--- src/design/mmnb_pkg.sv ---
// shared types and constants for the min/max byte normalizer
// no dependencies; imported by every design file
package mmnb_pkg;

  localparam int unsigned SampleBitsDef = 32;
  localparam int unsigned CodeBits      = 8;
  localparam int unsigned QuotSteps     = 8;

  localparam logic [CodeBits-1:0] CodeNoData = 8'd0;
  localparam logic [CodeBits-1:0] CodeLow    = 8'd1;
  localparam logic [CodeBits-1:0] CodeHigh   = 8'd255;

  typedef enum logic [1:0] {
    FUNC_CLEAR   = 2'd0,
    FUNC_MEASURE = 2'd1,
    FUNC_CONVERT = 2'd2,
    FUNC_NONE    = 2'd3
  } func_e;

  typedef enum logic [2:0] {
    ST_IDLE,
    ST_PREP,
    ST_CHECK,
    ST_DIV,
    ST_DONE
  } state_e;

  typedef struct packed {
    logic                done;
    logic [CodeBits-1:0] quot;
  } div_status_t;

endpackage

--- src/design/mmnb_div.sv ---
// restoring divider producing an 8-bit quotient, one bit per cycle
// depends on mmnb_pkg
module mmnb_div import mmnb_pkg::*; #(
  parameter int unsigned SampleBits = SampleBitsDef
) (
  input  logic                    clk_i,
  input  logic                    rst_ni,
  input  logic                    start_i,
  input  logic [SampleBits+7:0]   dividend_i,
  input  logic [SampleBits-1:0]   divisor_i,
  output div_status_t             status_o
);

  localparam int unsigned DivW = SampleBits + 8;

  logic [DivW-1:0]      rem_q, rem_d;
  logic [DivW-1:0]      dvs_q, dvs_d;
  logic [CodeBits-1:0]  quot_q, quot_d;
  logic [2:0]           cnt_q, cnt_d;
  logic                 busy_q, busy_d;
  logic                 done_q, done_d;
  logic                 fits;

  assign fits = (rem_q >= dvs_q);

  always_comb begin
    rem_d  = rem_q;
    dvs_d  = dvs_q;
    quot_d = quot_q;
    cnt_d  = cnt_q;
    busy_d = busy_q;
    done_d = 1'b0;
    if (start_i) begin
      rem_d  = dividend_i;
      // divisor aligned to the top quotient bit
      dvs_d  = {1'b0, divisor_i, 7'b0};
      quot_d = '0;
      cnt_d  = 3'(QuotSteps - 1);
      busy_d = 1'b1;
    end else if (busy_q) begin
      if (fits) begin
        rem_d = rem_q - dvs_q;
      end
      quot_d = {quot_q[CodeBits-2:0], fits};
      dvs_d  = dvs_q >> 1;
      cnt_d  = cnt_q - 3'd1;
      if (cnt_q == 3'd0) begin
        busy_d = 1'b0;
        done_d = 1'b1;
      end
    end
  end

  always_ff @(posedge clk_i or negedge rst_ni) begin
    if (!rst_ni) begin
      busy_q <= 1'b0;
      done_q <= 1'b0;
      cnt_q  <= '0;
    end else begin
      busy_q <= busy_d;
      done_q <= done_d;
      cnt_q  <= cnt_d;
    end
  end

  always_ff @(posedge clk_i) begin
    rem_q  <= rem_d;
    dvs_q  <= dvs_d;
    quot_q <= quot_d;
  end

  assign status_o.done = done_q;
  assign status_o.quot = quot_q;

endmodule

--- src/design/minmax_normalize_to_byte_core.sv ---
// convert item: accept, then PREP, CHECK, the divider loop in DIV, DONE and the result register
// early-out: no-data goes straight to DONE; empty or flat range and saturation end in CHECK
// clear and measure requests complete at accept; the next request can follow at once
// one request in flight: a convert stalls new requests until its code is loaded for output
// a stalled result register holds the sequencer in its last state until it drains
// async active-low reset: extremes return to empty range, no result pending
module minmax_normalize_to_byte_core import mmnb_pkg::*; #(
  parameter int unsigned SampleBits = SampleBitsDef
) (
  input  logic                         clk_i,
  input  logic                         rst_ni,
  // request channel
  input  logic                         in_valid_i,
  output logic                         in_stall_o,
  input  logic [1:0]                   func_i,
  input  logic signed [SampleBits-1:0] sample_i,
  input  logic                         no_data_i,
  // result channel
  output logic                         out_valid_o,
  input  logic                         out_stall_i,
  output logic [CodeBits-1:0]          code_o
);

  localparam int unsigned N = SampleBits;

  // empty range: lowest at most positive, highest at most negative
  localparam logic [N-1:0] MaxPos = {1'b0, {(N-1){1'b1}}};
  localparam logic [N-1:0] MinNeg = {1'b1, {(N-1){1'b0}}};

  state_e state_q, state_d;

  logic signed [N-1:0] lo_q, lo_d;
  logic signed [N-1:0] hi_q, hi_d;

  // held sample and the two differences against the extremes
  logic signed [N-1:0] v_q, v_d;
  logic signed [N:0]   d_q, d_d;
  logic signed [N:0]   r_q, r_d;

  logic [CodeBits-1:0] res_q, res_d;
  logic                out_valid_q, out_valid_d;
  logic [CodeBits-1:0] code_q, code_d;

  logic                accept;
  logic                div_start;
  logic [N+7:0]        dividend;
  div_status_t         div_status;

  assign accept     = in_valid_i && (state_q == ST_IDLE);
  assign in_stall_o = (state_q != ST_IDLE);

  // 254*d as (d << 8) - (d << 1), d known positive here
  assign dividend = {d_q[N-1:0], 8'b0} - {7'b0, d_q[N-1:0], 1'b0};

  mmnb_div #(
    .SampleBits (SampleBits)
  ) u_div (
    .clk_i      (clk_i),
    .rst_ni     (rst_ni),
    .start_i    (div_start),
    .dividend_i (dividend),
    .divisor_i  (r_q[N-1:0]),
    .status_o   (div_status)
  );

  // sequencer: next state, extremes and result path
  always_comb begin
    state_d     = state_q;
    lo_d        = lo_q;
    hi_d        = hi_q;
    v_d         = v_q;
    d_d         = d_q;
    r_d         = r_q;
    res_d       = res_q;
    out_valid_d = out_valid_q;
    code_d      = code_q;
    div_start   = 1'b0;

    // result taken downstream
    if (out_valid_q && !out_stall_i) begin
      out_valid_d = 1'b0;
    end

    case (state_q)
      ST_IDLE: begin
        if (accept) begin
          case (func_e'(func_i))
            FUNC_CLEAR: begin
              lo_d = MaxPos;
              hi_d = MinNeg;
            end
            FUNC_MEASURE: begin
              // missing samples leave the extremes alone
              if (!no_data_i) begin
                if (sample_i < lo_q) begin
                  lo_d = sample_i;
                end
                if (sample_i > hi_q) begin
                  hi_d = sample_i;
                end
              end
            end
            FUNC_CONVERT: begin
              v_d = sample_i;
              if (no_data_i) begin
                res_d   = CodeNoData;
                state_d = ST_DONE;
              end else begin
                state_d = ST_PREP;
              end
            end
            default: begin
              // unused function code, request dropped
            end
          endcase
        end
      end

      ST_PREP: begin
        d_d     = {v_q[N-1], v_q} - {lo_q[N-1], lo_q};
        r_d     = {hi_q[N-1], hi_q} - {lo_q[N-1], lo_q};
        state_d = ST_CHECK;
      end

      ST_CHECK: begin
        if (r_q[N] || (r_q == '0)) begin
          // nothing measured or flat range
          res_d   = CodeLow;
          state_d = ST_DONE;
        end else if (d_q[N] || (d_q == '0)) begin
          // at or below the measured minimum
          res_d   = CodeLow;
          state_d = ST_DONE;
        end else if (d_q >= r_q) begin
          // at or above the measured maximum
          res_d   = CodeHigh;
          state_d = ST_DONE;
        end else begin
          div_start = 1'b1;
          state_d   = ST_DIV;
        end
      end

      ST_DIV: begin
        if (div_status.done) begin
          res_d   = div_status.quot + CodeLow;
          state_d = ST_DONE;
        end
      end

      ST_DONE: begin
        // load the result register once it is free or being drained
        if (!out_valid_q || !out_stall_i) begin
          out_valid_d = 1'b1;
          code_d      = res_q;
          state_d     = ST_IDLE;
        end
      end

      default: begin
        state_d = ST_IDLE;
      end
    endcase
  end

  always_ff @(posedge clk_i or negedge rst_ni) begin
    if (!rst_ni) begin
      state_q     <= ST_IDLE;
      lo_q        <= MaxPos;
      hi_q        <= MinNeg;
      out_valid_q <= 1'b0;
    end else begin
      state_q     <= state_d;
      lo_q        <= lo_d;
      hi_q        <= hi_d;
      out_valid_q <= out_valid_d;
    end
  end

  always_ff @(posedge clk_i) begin
    v_q    <= v_d;
    d_q    <= d_d;
    r_q    <= r_d;
    res_q  <= res_d;
    code_q <= code_d;
  end

  assign out_valid_o = out_valid_q;
  assign code_o      = code_q;

endmodule

--- config.mk ---
export PLATFORM = sky130hd
export DESIGN_NAME = minmax_normalize_to_byte_core
export DESIGN_NICKNAME = d
export VERILOG_FILES = /design/src/design/mmnb_pkg.sv /design/src/design/mmnb_div.sv /design/src/design/minmax_normalize_to_byte_core.sv
export SDC_FILE = /design/constraint.sdc
export NUM_CORES = 1
export LEC_CHECK = 0
export CORE_MARGIN = 8
export CORE_UTILIZATION = 35
export DETAILED_ROUTE_END_ITERATION = 8
export DONT_BUFFER_PORTS = 1
export HOLD_SLACK_MARGIN = 0.05
export SLEW_MARGIN = 20
export SYNTH_ARGS = -nofsm -noshare
export SYNTH_HDL_FRONTEND = slang
export SYNTH_SLANG_ARGS = --single-unit
--- constraint.sdc ---
create_clock -name clk_i -period 5.6 [get_ports clk_i]
set_clock_uncertainty 0.2 [all_clocks]
set_input_delay 0 -clock clk_i [delete_from_list [all_inputs] [get_ports clk_i]]
set_output_delay 0 -clock clk_i [all_outputs]
set_load 0.05 [all_outputs]
==> run_results.csv <==
group,metric,value,unit
yosys,synth-seq-cells,274,
pwr,ir_drop,285,uV
timing,max_freq,230,MHz
placement,hpwl,37400,um
worst_hold_path,hp-class,"primary input to register",
yosys,yosys-top-cells-area,"edfxtp_1 (29%), ha_1 (15%), dfrtp_1 (5.3%), dfstp_2 (4.4%), inv_1 (4.2%)",
yosys,synth-async-reset-ratio,26.6,%
timing,tightest_slew,0.993,ns
yosys,synth-edff-count,186,
setup_path,crit_family,"compound AO/OA/AOI/OAI gates",
timing,report.final.hold_viol_count,0,
timing,slew_violations,0,
yosys,yosys.area.top_type,"edfxtp_1",
setup_path,crit_buf_inv,2,
timing,fin_setup_tns,0,ns
timing,rsz0062_at_grt,"no",
layout,drive_above_1_share,6.85,%
global_route,track_usage,15.4,%
layout,utilization,40.1,%
clock_network,clockBufferDepth,3,
yosys,yosys_warnings,0,
die,dieArea,62900,um^2
yosys,synth_area,19300,um^2
clock_network,cts_root_buf,"clkbuf_16",
pwr,power_per_cell_area,325,nW/um^2
timing,finalCritPeriodShare,77.6,%
drt,finalWirelength,49700,um
setup_path,cp.required,5.92,ns
setup_path,worstSetupPathType,"register to register",
clock_network,cts.sinks,274,
drt,wire_per_inst,17.9,um
timing,setup_viol,0,
setup_path,critPathMaxStageDelay,0.66,ns
flow_run,cap_violations,0,
status,status,"finished clean",
die,rows,86,
global_route,antenna_found_initial,0,
setup_path,cp_common_cell,"a21o_1",
placement,globalplace.congestion,0.884,
placement,port_buffers,0,
global_route,grt_max_degree,77,
setup_path,rr_startpoint,"lo_q[9]",
yosys,avgSynthCellArea,9.77,um^2
worst_hold_path,hp-start,"no_data_i",
global_route,grt_pass1_wl,79700,um
clock_network,post_cts_buffers,0,
yosys,yosysSeqAreaShare,40.2,%
layout,final_cell_mix,"ha_1 (228), inv_1 (216), edfxtp_1 (186)",
drt,firstDrtPassIters,7,
die,num_io_pins,49,
clock_network,cts_tree,"done",
drt,drt_iter0_markers,921,
layout,final_common_cell,"ha_1",
die,die_w,251,um
setup_path,critPathMaxFanout,32,
yosys,syn-num-nets,2247,
clock_network,clock_latency,0.58,ns
die,core,54800,um^2
clock_network,numCtsBuffers,31,
layout,nNetsFinal,2320,
setup_path,end_kind,"register",
setup_path,crit_chain,"inv_1 -> ha_1 -> a21o_1 -> a21o_1 -> a21o_1 -> a211oi_2 -> o21ai_1 -> a21o_1 -> a211o_1 -> a211oi_2 -> o41a_2 -> o22a_1 -> dlygate4sd3_1",
setup_path,startpoint,"lo_q[9]",
setup_path,cp-start-kind,"register",
die,start_util,35.2,%
timing,fin_crit,4.35,ns
layout,antenna_cells,0,
pwr,p_leak,9.62,nW
yosys,ys_types,90,
die,die_h,251,um
drt,vias,14800,
drt,via_per_inst,5.34,
yosys,synthesis.instances,1977,
timing,slew_headroom,33.2,%
setup_path,cpMaxStageDelayCell,"o41a_2",
setup_path,critPathArrivalTime,4.67,ns
clock_network,ctsHtreeMaxLevel,1,
drt,final_antenna_net_count,0,
drt,drc_errors,0,
global_route,overflow,0,
yosys,yosys.area.top_type_share,28.9,%
global_route,grt_pass1_vias,14800,
clock_network,clk_pin_slew,0.06,ns
layout,synthToLayoutAreaGrowth,13.8,%
yosys,synth_ff_type,"edfxtp_1",
[registers in the layout, indices dropped and copies added, names as in the netlist]
name	cells
res_q	8
v_q	32
r_q	33
state_q	3
u_div.dvs_q	39
u_div.done_q	1
d_q	33
out_valid_o	1
u_div.busy_q	1
lo_q	32
u_div.cnt_q	3
u_div.rem_q	40
hi_q	32
code_o	8
u_div.quot_q	8
[layout make-up]
cell class | instances | area [um^2]
clock buffers | 34 | 787
repair buffers | 86 | 873
inverters | 217 | 815
multi-input cells | 1440 | 10600
clock inverters | 23 | 308
well taps | 704 | 881
flip-flops and latches | 274 | 7750
fillers | 5244 | 32800
[per-stage QoR]
step | hold slack (ns) | std cells | area (um^2) | worst slack (ns) | power, mW
4_1_cts | 0.0747 | 2778 | 22000 | 1.23 | 7.18
6_report | 0.0924 | 2778 | 22000 | 1.25 | 7.15
5_1_grt | 0.134 | 2778 | 22000 | 0.998 | 7.56
3_5_place_dp | -0.489 | 2644 | 20100 | 1.23 | 4.90
3_3_place_gp | -0.489 | 2644 | 20100 | 1.37 | 4.86
2_1_floorplan | -0.496 | 1977 | 19300 | 1.78 | 4.36
[worst register-to-register path: cells and delay by family, from the launching register on]
| family | cells | cell delay, ns |
|---|---|---|
| AOI/OAI and AO/OA | 10 | 2.62 |
| buffers and inverters | 2 | 0.62 |
| DFF | 1 | 0.53 |
| adders and majority gates | 1 | 0.31 |
[timing repair]
item                                   in CTS  in global routing
hold buffers                               77                  0
endpoints found under the hold margin     220                  0
resized for setup                           0                  0
[where the power goes]
group          leakage [nW]  internal [mW]  switching, mW
Sequential             2.70           2.53          0.203
Clock                 0.533           1.34          0.848
Combinational          6.38          0.929           1.30
[cells by family after synthesis]
kind of cell / after synthesis / share of synthesized area [%]
simple gates: 489 / 12.6
buf+inv: 263 / 5.33
xor+xnor: 120 / 5.44
compound gates: 573 / 20.0
fa+ha+maj: 231 / 15.1
flops: 274 / 40.2
mux: 27 / 1.42
[routing by layer]
| layer | track usage (%) | up-vias | wire length, um |
|---|---|---|---|
| met2 | 24.8 | 316 | 22200 |
| li1 | - | 7400 | - |
| met5 | 0 | - | 0 |
| met3 | 2.02 | 90 | 2110 |
| met4 | 4.76 | 0 | 1510 |
| met1 | 21.3 | 7032 | 23900 |
[worst paths after layout]
path,to,slack (ns),depth (start not counted)
worst max-delay path,lo_q[28],1.25,13
worst min-delay path,lo_q[29],0.09,4
worst max register to register,lo_q[28],1.25,13
worst min register to register,code_o[4],0.22,0
max in group asynchronous,u_div.busy_q,4.43,4
min in group asynchronous,lo_q[1],0.47,3
[synthesized netlist by cell type, types with 5 or more instances]
library cell and instances:
or3_1 7, or2_2 5, xnor2_1 79, dfrtp_1 41, buf_2 12, o211ai_1 8
o21bai_1 16, nand3_1 75, nor4_1 17, nand3b_1 5, dfxtp_1 15, and2_1 9
edfxtp_1 186, a21o_1 89, nand2_1 107, nor3_1 33, and3_1 10, o21a_1 21
a2111oi_0 7, a31oi_1 13, a31o_2 9, xor2_1 41, nor2b_1 29, o22a_1 31
o31ai_1 9, inv_1 216, dfstp_2 32, o22ai_1 9, nand4_1 31, o21ai_1 32
buf_1 5, buf_4 5, nor2_1 114, ha_1 228, a22o_1 31, a211oi_1 9
nand2b_1 27, mux2i_1 24, clkbuf_1 23, a21oi_1 140, o21ai_0 100
Power figures use the tool's default switching activity.
